--- config.mk ---
export PLATFORM = sky130hd
export DESIGN_NAME = rtt_smoother_rto_estimator
export DESIGN_NICKNAME = d
export VERILOG_FILES = /design/src/rtl/rse_pkg.sv /design/src/rtl/rtt_smoother_rto_estimator.sv /design/src/rtl/rse_update.sv /design/src/rtl/rse_clamp.sv
export VERILOG_INCLUDE_DIRS = /design/src /design/src/rtl
export SDC_FILE = /design/constraint.sdc
export NUM_CORES = 2
export LEC_CHECK = 0
export BUFFER_PORTS_ARGS = -buffer_cell sky130_fd_sc_hd__buf_2
export CAP_MARGIN = 30
export CELL_PAD_IN_SITES_DETAIL_PLACEMENT = 2
export CELL_PAD_IN_SITES_GLOBAL_PLACEMENT = 2
export CORE_UTILIZATION = 38
export DETAILED_ROUTE_END_ITERATION = 7
export PLACE_DENSITY_LB_ADDON = 0.3
export SYNTH_ARGS = -nofsm -noshare
export SYNTH_HDL_FRONTEND = slang
export SYNTH_SLANG_ARGS = --single-unit
--- constraint.sdc ---
create_clock -name clk -period 18 [get_ports clk]
set_clock_uncertainty 0.05 [all_clocks]
set_input_delay 3.6 -clock clk [delete_from_list [all_inputs] [get_ports clk]]
set_output_delay 3.6 -clock clk [all_outputs]
set_load 0.005 [all_outputs]
--- src/rtl/rtt_smoother_rto_estimator_assert.svh ---
// assertion macros for the round-trip estimator
`ifndef RTT_SMOOTHER_RTO_ESTIMATOR_ASSERT_SVH
`define RTT_SMOOTHER_RTO_ESTIMATOR_ASSERT_SVH

// condition and consequence in the same cycle
`define RSE_ASSERT_SAME(label, cond, cons, msg) \
  label: assert property (@(posedge clk) disable iff (rst) (cond) |-> (cons)) \
    else $error(msg);

// consequence in the cycle after the condition
`define RSE_ASSERT_NEXT(label, cond, cons, msg) \
  label: assert property (@(posedge clk) disable iff (rst) (cond) |=> (cons)) \
    else $error(msg);

`endif

--- src/rtl/rse_pkg.sv ---
// shared types and constants for the round-trip estimator
package rse_pkg;

  localparam int TimeW = 64;
  localparam int RtoW  = 36;

  localparam logic [RtoW-1:0] RtoFloorReset   = 36'd200000000;
  localparam logic [RtoW-1:0] RtoCeilingReset = 36'd30000000000;
  localparam logic [RtoW-1:0] RtoInitialReset = 36'd1000000000;

  typedef enum logic [1:0] {
    RSE_IDX_FLOOR   = 2'd0,
    RSE_IDX_CEILING = 2'd1,
    RSE_IDX_INITIAL = 2'd2
  } rse_idx_t;

  typedef struct packed {
    logic             have;
    logic [TimeW-1:0] srtt;
    logic [TimeW-1:0] rttvar;
  } rse_est_t;

  typedef struct packed {
    logic [RtoW-1:0] floor_ns;
    logic [RtoW-1:0] ceiling_ns;
    logic [RtoW-1:0] initial_ns;
  } rse_cfg_t;

endpackage

--- src/rtl/rtt_smoother_rto_estimator.sv ---
// round-trip smoother and retransmit timeout estimator, top level
// a word passes through stage one, stage two and the output register; one word per cycle unless out_stall holds it
// stage one registers the timestamps, the state update runs into stage two,
// the clamp runs into the output register; each stage moves on when the next is free
// synchronous reset clears valids and estimator state and loads the default
// floor, ceiling and initial timeout
module rtt_smoother_rto_estimator import rse_pkg::*; (
  input  logic             clk,
  input  logic             rst,
  input  logic             cfg_we,
  input  logic [1:0]       cfg_index,
  input  logic [RtoW-1:0]  cfg_data,
  input  logic             in_valid,
  output logic             in_stall,
  input  logic [TimeW-1:0] submit_time,
  input  logic [TimeW-1:0] now_time,
  output logic             out_valid,
  input  logic             out_stall,
  output logic             sample_taken,
  output logic [RtoW-1:0]  rto_value,
  output logic [TimeW-1:0] smoothed_rtt,
  output logic [TimeW-1:0] rtt_variation
);

  rse_cfg_t         cfg;
  rse_est_t         est;
  rse_est_t         est_next;
  logic             s1_valid;
  logic [TimeW-1:0] s1_submit;
  logic [TimeW-1:0] s1_now;
  logic             s2_valid;
  logic             s2_taken;
  logic             taken_next;
  logic             s1_adv;
  logic             s2_adv;
  logic [RtoW-1:0]  rto_next;

  assign s2_adv   = !out_valid || !out_stall;
  assign s1_adv   = !s2_valid || s2_adv;
  assign in_stall = s1_valid && !s1_adv;

  always_ff @(posedge clk) begin
    if (rst) begin
      cfg.floor_ns   <= RtoFloorReset;
      cfg.ceiling_ns <= RtoCeilingReset;
      cfg.initial_ns <= RtoInitialReset;
    end else if (cfg_we) begin
      case (cfg_index)
        RSE_IDX_FLOOR:   cfg.floor_ns   <= cfg_data;
        RSE_IDX_CEILING: cfg.ceiling_ns <= cfg_data;
        RSE_IDX_INITIAL: cfg.initial_ns <= cfg_data;
        default: ;
      endcase
    end
  end

  rse_update u_update (
    .est         (est),
    .submit_time (s1_submit),
    .now_time    (s1_now),
    .est_next    (est_next),
    .taken       (taken_next)
  );

  rse_clamp u_clamp (
    .est (est),
    .cfg (cfg),
    .rto (rto_next)
  );

  // stage one: timestamps
  always_ff @(posedge clk) begin
    if (rst) begin
      s1_valid <= 1'b0;
    end else if (!in_stall) begin
      s1_valid <= in_valid;
    end
  end

  always_ff @(posedge clk) begin
    if (in_valid && !in_stall) begin
      s1_submit <= submit_time;
      s1_now    <= now_time;
    end
  end

  // stage two: estimator state doubles as the stage payload
  always_ff @(posedge clk) begin
    if (rst) begin
      s2_valid <= 1'b0;
      est      <= '0;
    end else if (s1_adv) begin
      s2_valid <= s1_valid;
      if (s1_valid) begin
        est <= est_next;
      end
    end
  end

  always_ff @(posedge clk) begin
    if (s1_adv && s1_valid) begin
      s2_taken <= taken_next;
    end
  end

  // output register
  always_ff @(posedge clk) begin
    if (rst) begin
      out_valid <= 1'b0;
    end else if (s2_adv) begin
      out_valid <= s2_valid;
    end
  end

  always_ff @(posedge clk) begin
    if (s2_adv && s2_valid) begin
      sample_taken  <= s2_taken;
      rto_value     <= rto_next;
      smoothed_rtt  <= est.srtt;
      rtt_variation <= est.rttvar;
    end
  end

  `include "rtt_smoother_rto_estimator_assert.svh"

  `RSE_ASSERT_NEXT(a_state_holds, !(s1_valid && s1_adv), $stable(est),
    "estimator state changed without a word leaving stage one")
  `RSE_ASSERT_SAME(a_taken_has_sample, s2_valid && s2_taken, est.have,
    "sample taken but estimator has no sample")
  `RSE_ASSERT_SAME(a_srtt_nonzero, est.have, est.srtt != '0,
    "smoothed rtt is zero after a sample")
  `RSE_ASSERT_SAME(a_rto_ceiling, est.have, rto_next <= cfg.ceiling_ns,
    "timeout above ceiling")

endmodule

--- src/rtl/rse_update.sv ---
// estimator state update for one timestamp pair
module rse_update import rse_pkg::*; (
  input  rse_est_t         est,
  input  logic [TimeW-1:0] submit_time,
  input  logic [TimeW-1:0] now_time,
  output rse_est_t         est_next,
  output logic             taken
);

  logic [TimeW-1:0] sample;
  logic [TimeW-1:0] diff;
  logic [TimeW+1:0] var_sum;
  logic [TimeW+2:0] srtt_sum;

  assign taken  = (submit_time != '0) && (now_time > submit_time);
  assign sample = now_time - submit_time;
  assign diff   = (est.srtt > sample) ? (est.srtt - sample) : (sample - est.srtt);

  // 3*var + |srtt - sample|, exact
  assign var_sum = {2'b00, est.rttvar} + {1'b0, est.rttvar, 1'b0} + {2'b00, diff};
  // 7*srtt + sample, exact
  assign srtt_sum = {est.srtt, 3'b000} - {3'b000, est.srtt} + {3'b000, sample};

  always_comb begin
    est_next = est;
    if (taken) begin
      est_next.have = 1'b1;
      if (!est.have) begin
        est_next.srtt   = sample;
        est_next.rttvar = {1'b0, sample[TimeW-1:1]};
      end else begin
        est_next.rttvar = var_sum[TimeW+1:2];
        est_next.srtt   = srtt_sum[TimeW+2:3];
      end
    end
  end

endmodule

--- src/rtl/rse_clamp.sv ---
// timeout from the estimator state, clamped to floor and ceiling; the initial timeout until a sample is held
module rse_clamp import rse_pkg::*; (
  input  rse_est_t        est,
  input  rse_cfg_t        cfg,
  output logic [RtoW-1:0] rto
);

  logic [TimeW:0]   sum;
  logic             over;
  logic [TimeW-1:0] clamped;

  assign sum  = {1'b0, est.srtt} + {1'b0, est.rttvar[TimeW-3:0], 2'b00};
  // carry out of the sum, or rttvar bits lost to the shift, counts as above every ceiling
  assign over = (est.rttvar[TimeW-1:TimeW-2] != 2'b00) || sum[TimeW];

  always_comb begin
    clamped = sum[TimeW-1:0];
    if (!over && clamped < {{(TimeW-RtoW){1'b0}}, cfg.floor_ns}) begin
      clamped = {{(TimeW-RtoW){1'b0}}, cfg.floor_ns};
    end
    if (over || clamped > {{(TimeW-RtoW){1'b0}}, cfg.ceiling_ns}) begin
      clamped = {{(TimeW-RtoW){1'b0}}, cfg.ceiling_ns};
    end
    rto = est.have ? clamped[RtoW-1:0] : cfg.initial_ns;
  end

endmodule
; ---- Yosys cells after proc, flatten, opt, wreduce, memory -nomap -nowiden
; Cells that the tools add are included.
; Widths: inputs -> output; s select.
[classes]
n_addsub = 8
n_mul = 0
div = 0
n_lt_le_gt_ge = 4
n_eq_ne = 2
n_shift = 0
n_mux = 5
bitwise_logic = 0
reduce_logical = 23
[op_table]
columns = op, count
row1 = $sub 64x64->64, 3
row2 = $gt 64x64->1, 2
row3 = $mux 128, 1
row4 = $mux 64, 2
row5 = $mux 36, 2
row6 = $add 67x64->67, 1
row7 = $sub 67x64->67, 1
row8 = $add 64x65->66, 1
row9 = $add 66x64->66, 1
row10 = $add 64x64->65, 1
row11 = $gt 64x36->1, 1
row12 = $lt 64x36->1, 1
row13 = $reduce_bool 64->1, 1
row14 = $logic_and 1x1->1, 6
row15 = $logic_not 1->1, 6
row16 = $reduce_and 2->1, 3
row17 = $logic_or 1x1->1, 4
row18 = $reduce_and 3->1, 1
row19 = $eq 2x1->1 const B, 1
row20 = $eq 2x2->1 const B, 1
row21 = $logic_not 2->1, 1
row22 = $reduce_bool 2->1, 1
[totals]
ff_bits = 534
latchBits = 0
ram_bits = 0
rom_bits = 0
out_inout_bits = 167
wordCells = 58
n_memories = 0

; ---- Longest topological paths before layout
[logic_depth]
ltp_word = 9
ltp_mapped = 47
mapped_depth_nobuf = 45

; ---- By module
; From an unflattened synthesis, not the netlist that was laid out.
[hier_totals]
cells_unflattened = 6099
area_unflattened_um2 = 51281.7
[modules_own_cells]
columns = mod, n_inst, cells_per_inst, area_each_um2
row1 = rse_update, 1, 3586, 24521.0
row2 = rtt_smoother_rto_estimator, 1, 1339, 18641.6
row3 = rse_clamp, 1, 1174, 8119.0

; ---- Worst setup path before layout
; OpenSTA, ideal clock, no wires.
[synth_timing]
path_type = input -> register
from = in out_stall
to = reg rto_value[0], enable pin
arrival_time_ns = 15.503
setup_slack_ns = 1.508
stages = 1
path_cell_list = a21boi_0
[synth_between]
elab_chain_cells = 3
[synth_lines]
columns = item, line
row1 = from (decl), rtt_smoother_rto_estimator.sv:18  ; input logic out_stall,
row2 = $logic_not 1->1, rtt_smoother_rto_estimator.sv:38  ; assign s2_adv = !out_valid || !out_stall;
row3 = $logic_or 1x1->1, rtt_smoother_rto_estimator.sv:38
row4 = $logic_and 1x1->1, rtt_smoother_rto_estimator.sv:116  ; if (s2_adv && s2_valid) begin
row5 = to (signal assigned), rtt_smoother_rto_estimator.sv:118  ; rto_value <= rto_next;
row6 = to (decl), rtt_smoother_rto_estimator.sv:20  ; output logic [RtoW-1:0] rto_value,
; Every way passes these cells.
; A chain may end at the register's enable or synchronous reset.

; ---- Worst setup path after layout
[layout_timing]
from = reg s1_now[0]
to = reg, netlist name est[62]
[layout_between]
elab_chain_cells = 5
elab_cells_between_ends = 10
cone_classes = add/sub (4) / order compare (2) / mux (2) / reduce/logical (2)
[layout_lines]
columns = item, line
row1 = from (decl), rtt_smoother_rto_estimator.sv:30  ; logic [TimeW-1:0] s1_now;
row2 = from (signal assigned), rtt_smoother_rto_estimator.sv:83  ; s1_now <= now_time;
row3 = $sub 64x64->64, rse_update.sv:16  ; assign sample = now_time - submit_time;
row4 = $sub 64x64->64 / $gt 64x64->1 (equally long branches), rse_update.sv:17  ; assign diff = (est.srtt > sample) ? (est.srtt - sample) : (sample - est.srtt);
row5 = $mux 64, rse_update.sv:17
row6 = $add 66x64->66, rse_update.sv:20  ; assign var_sum = {2'b00, est.rttvar} + {1'b0, est.rttvar, 1'b0} + {2'b00, diff};
row7 = $mux 128, rse_update.sv:28  ; if (!est.have) begin
; Parallel ways exist; a longest one is shown, timed or not.

==> results.txt <==
----------------------------------------------------
[Worst setup path]
  Largest fanout on the critical path ... 45
  Reg2Reg Depth ... 44
  Sort of element at the end of the critical path ... register
  Slowest cell delay on critical path ... 930 ps
  Worst Path Required ... 18520 ps
  Critical setup path kind ... reg -> reg
  Worst Setup Start Kind ... register
  Slowest CP cell ... sky130_fd_sc_hd__a2111oi_0
  Signal arrival time at the worst endpoint ... 13750 ps

[STA]
  Worst Tran Pin Value ... 1040 ps
  Min Tclk post-route ... 13230 ps
  Number of setup violations in the final report ... 0
  Aggregate negative setup slack ... 0 ps
  Tcrit/Tclk final ... 73.5%
  Relative max-transition margin ... 29.2%
  Count of endpoints failing hold in the final timing report ... 0
  Max-slew violation total from the final report ... 0
  Fmax ... 0.0756 GHz
  Setup repair after global routing missed its margin ... no
  Hold WS ... 372 ps

[Detailed routing]
  WL per Instance ... 26.9 µm
  Violation count after the first detailed-route iteration ... 2917
  Via total after detailed routing ... 43463
  Via density per instance ... 5.98
  Antenna Nets Post-Route ... 0
  Total routed wirelength ... 195000 µm
  Router iterations before antenna repair ... 5
  DR DRC count ... 0

[Run status]
  Outcome ... complete, no violations

[Placed design]
  Buffers added on ports ... 337
  Final weighted congestion of routability-driven global placement ... 0.948
  Placed cell count ... 7139
  Estimated wirelength of the detail-placed design ... 154000 µm

[Layout]
  Fraction of layout cells with a size suffix above 1 ... 10.6%
  Area growth from synthesis to layout ... 11.9%
  Fill count ... 13448
  Total area of multi-input combinational cells ... 29800 µm²
  Final Non-Filler Cells ... 7266
  FF+latch area ... 13600 µm²
  Post-layout net count ... 6351

[Synthesis]
  Distinct cells, synth ... 91
  Async set-or-reset flop fraction in the synthesized netlist ... 0%
  Post-Syn Area per Cell ... 8.52 µm²
  Syn Inst Count ... 5389
  Dominant register cell in the synthesized netlist ... sky130_fd_sc_hd__edfxtp_1
  Flip-flop and latch count after synthesis ... 534
  Number of warnings reported in the yosys synthesis log ... 0
  Fraction of the yosys area taken by sequential cells ... 29.7%
  Mapped cell area ... 45900 µm²
  Post-synth EDFFs ... 294
  Post-Syn Nets ... 6141

[CTS]
  Maximum buffer depth of the clock tree ... 3
  Clock sink count ... 534
  Clock tree from TritonCTS ... built
  Post-CTS Hold Buffers ... 0
  Post-CTS Resized ... 0
  Clock tree root driver cell ... sky130_fd_sc_hd__clkbuf_16
  Post-CTS Setup Bufs ... 0
  Worst-skew pair later-pin latency ... 700 ps
  Number of buffers added by the clock tree synthesis step ... 70
  Clock-pin transition on the worst setup and hold timing paths ... 60 ps
  Deepest level of the CTS H-tree ... 3

[Hold path]
  Hold WC Path Type ... reg -> reg
  Hold Path Cell Cnt ... 0

[Die]
  Boundary Pins ... 338
  Rows ... 127
  Initial core utilization ... 38.3%
  Die Ht ... 350 µm
  Floorplan die area ... 122000 µm²
  Core outline area ... 120000 µm²
  Die Width ... 350 µm

[Global route]
  Total routing usage reported by global routing ... 31.4%
  Antenna violations before repair ... 6
  Global-route wire length before repair ... 293000 µm
  Pin count of the biggest net entering global routing ... 96
  Global-route congestion overflow total ... 0
  Via count of the first global-routing pass ... 46298

[Run]
  Max cap viols ... 0

[Power and ir drop]
  Worst-case vdd ir drop ... 0.0000827 V
  Power per Cell Area ... 146 nW/µm²
  Leakage power figure ... 22.1 nW

----------------------------------------------------
-- per-layer routing --
| layer | vias up | global-route usage (%) | routed length (µm) |
|---|---|---|---|
| met5 | - | 0 | 13 |
| met4 | 2 | 9.33 | 5770 |
| met3 | 264 | 4.43 | 10600 |
| met2 | 1168 | 50.6 | 89100 |
| met1 | 22183 | 43.5 | 89700 |
| li1 | 19846 | - | - |
-- area by class of cell --
| cell class | count | area share, % |
|---|---|---|
| Inverter | 406 | 2.96 |
| Antenna cell | 2 | 0.00974 |
| Clock buffer | 94 | 3.78 |
| Clock inverter | 31 | 0.725 |
| Sequential cell | 534 | 26.5 |
| Tap cell | 1612 | 3.92 |
| Timing Repair Buffer | 393 | 4.11 |
| Multi-Input combinational cell | 4194 | 58.0 |
-- Yosys cell counts, drive strengths merged (26+ instances only) --
library cell / instances / area share [%]
o21ai: 298 / 3.2
a211oi: 131 / 2.2
xor2: 101 / 1.9
a31oi: 46 / 0.64
a21oi: 619 / 6.8
a21o: 214 / 3.5
mux2i: 60 / 1.3
and2: 26 / 0.35
nand4: 105 / 1.4
a211o: 39 / 0.74
nand2: 529 / 4.3
o21a: 40 / 0.65
o211ai: 30 / 0.49
clkbuf: 216 / 1.8
mux2: 74 / 1.8
nor4: 34 / 0.46
dfxtp: 240 / 10
ha: 451 / 12
nor3: 104 / 1.2
o21bai: 69 / 1.1
buf: 39 / 0.50
fa: 130 / 5.7
edfxtp: 294 / 19
nand2b: 41 / 0.56
nand3: 85 / 0.93
nor2: 416 / 3.4
nor2b: 44 / 0.60
inv: 405 / 3.3
and3: 32 / 0.44
xnor2: 170 / 3.2
-- placed cells by master, fill, tap and decap left out, types with 45 or more instances in the layout --
| master | instances |
|---|---|
| sky130_fd_sc_hd__buf_4 | 55 |
| sky130_fd_sc_hd__a21o_1 | 214 |
| sky130_fd_sc_hd__a21oi_1 | 618 |
| sky130_fd_sc_hd__a211oi_1 | 130 |
| sky130_fd_sc_hd__xor2_1 | 101 |
| sky130_fd_sc_hd__ha_1 | 451 |
| sky130_fd_sc_hd__o21bai_1 | 69 |
| sky130_fd_sc_hd__nand4_1 | 105 |
| sky130_fd_sc_hd__nand3_1 | 85 |
| sky130_fd_sc_hd__nand2_1 | 528 |
| sky130_fd_sc_hd__inv_1 | 405 |
| sky130_fd_sc_hd__nor3_1 | 103 |
| sky130_fd_sc_hd__mux2_2 | 47 |
| sky130_fd_sc_hd__dfxtp_1 | 239 |
| sky130_fd_sc_hd__nor2_1 | 416 |
| sky130_fd_sc_hd__clkbuf_16 | 72 |
| sky130_fd_sc_hd__o21ai_0 | 289 |
| sky130_fd_sc_hd__fa_1 | 130 |
| sky130_fd_sc_hd__edfxtp_1 | 294 |
| sky130_fd_sc_hd__a31oi_1 | 45 |
| sky130_fd_sc_hd__xnor2_1 | 170 |
| sky130_fd_sc_hd__buf_2 | 337 |
| sky130_fd_sc_hd__mux2i_1 | 60 |
-- state kept, by name, indices dropped and copies added, names as in the netlist --
| register | flops |
|---|---|
| smoothed_rtt | 64 |
| sample_taken | 1 |
| s2_taken | 1 |
| est | 129 |
| rtt_variation | 64 |
| s2_valid | 1 |
| cfg | 108 |
| s1_submit | 64 |
| out_valid | 1 |
| s1_now | 64 |
| s1_valid | 1 |
| rto_value | 36 |
-- stage by stage --
step / power, mW / instance area [µm²] / utilization (%) / setup WS, ps
3_5_place_dp: 5.96 / 49100 / 41.0 / 4830
2_1_floorplan: 4.63 / 45900 / - / 1510
3_3_place_gp: 5.79 / 49100 / 41.0 / 5120
6_report: 7.52 / 51400 / 42.9 / 4770
5_1_grt: 7.99 / 51400 / 42.9 / 3990
4_1_cts: 7.47 / 51400 / 42.9 / 4780
-- critical path, delay by kind of cell, from the launching register on --
| kind | cells | cell delay, ps |
|---|---|---|
| simple gates | 9 | 1580 |
| buf+inv | 5 | 1120 |
| xor+xnor | 3 | 800 |
| fa+ha+maj | 5 | 1920 |
| flops | 1 | 360 |
| compound gates | 22 | 7260 |
-- kinds of logic after synthesis --
logic type / Yosys count / share of synthesized area, %
AND/OR/NAND/NOR: 1507 / 15.1
multiplexers: 134 / 3.12
buffers and inverters: 661 / 5.58
flip-flops: 534 / 29.7
XOR/XNOR: 271 / 5.17
AO/OA/AOI/OAI: 1701 / 23.4
adder cells (fa/ha/maj): 581 / 18.0
-- where the power goes --
part / internal [mW] / leakage (nW) / total, mW / switching [mW]
registers: 1.37 / 4.78 / 1.47 / 0.102
logic: 1.68 / 16.2 / 4.60 / 2.92
clock network: 0.837 / 1.12 / 1.45 / 0.612
-- worst paths after layout --
kind,startpoint,endpoint,slack [ps]
max,s1_now[0],est[62],4770
min,s2_taken,sample_taken,370
max reg2reg,s1_now[0],est[62],4770
min reg2reg,s2_taken,sample_taken,370
No activity file was read; power rests on OpenSTA's default activity.
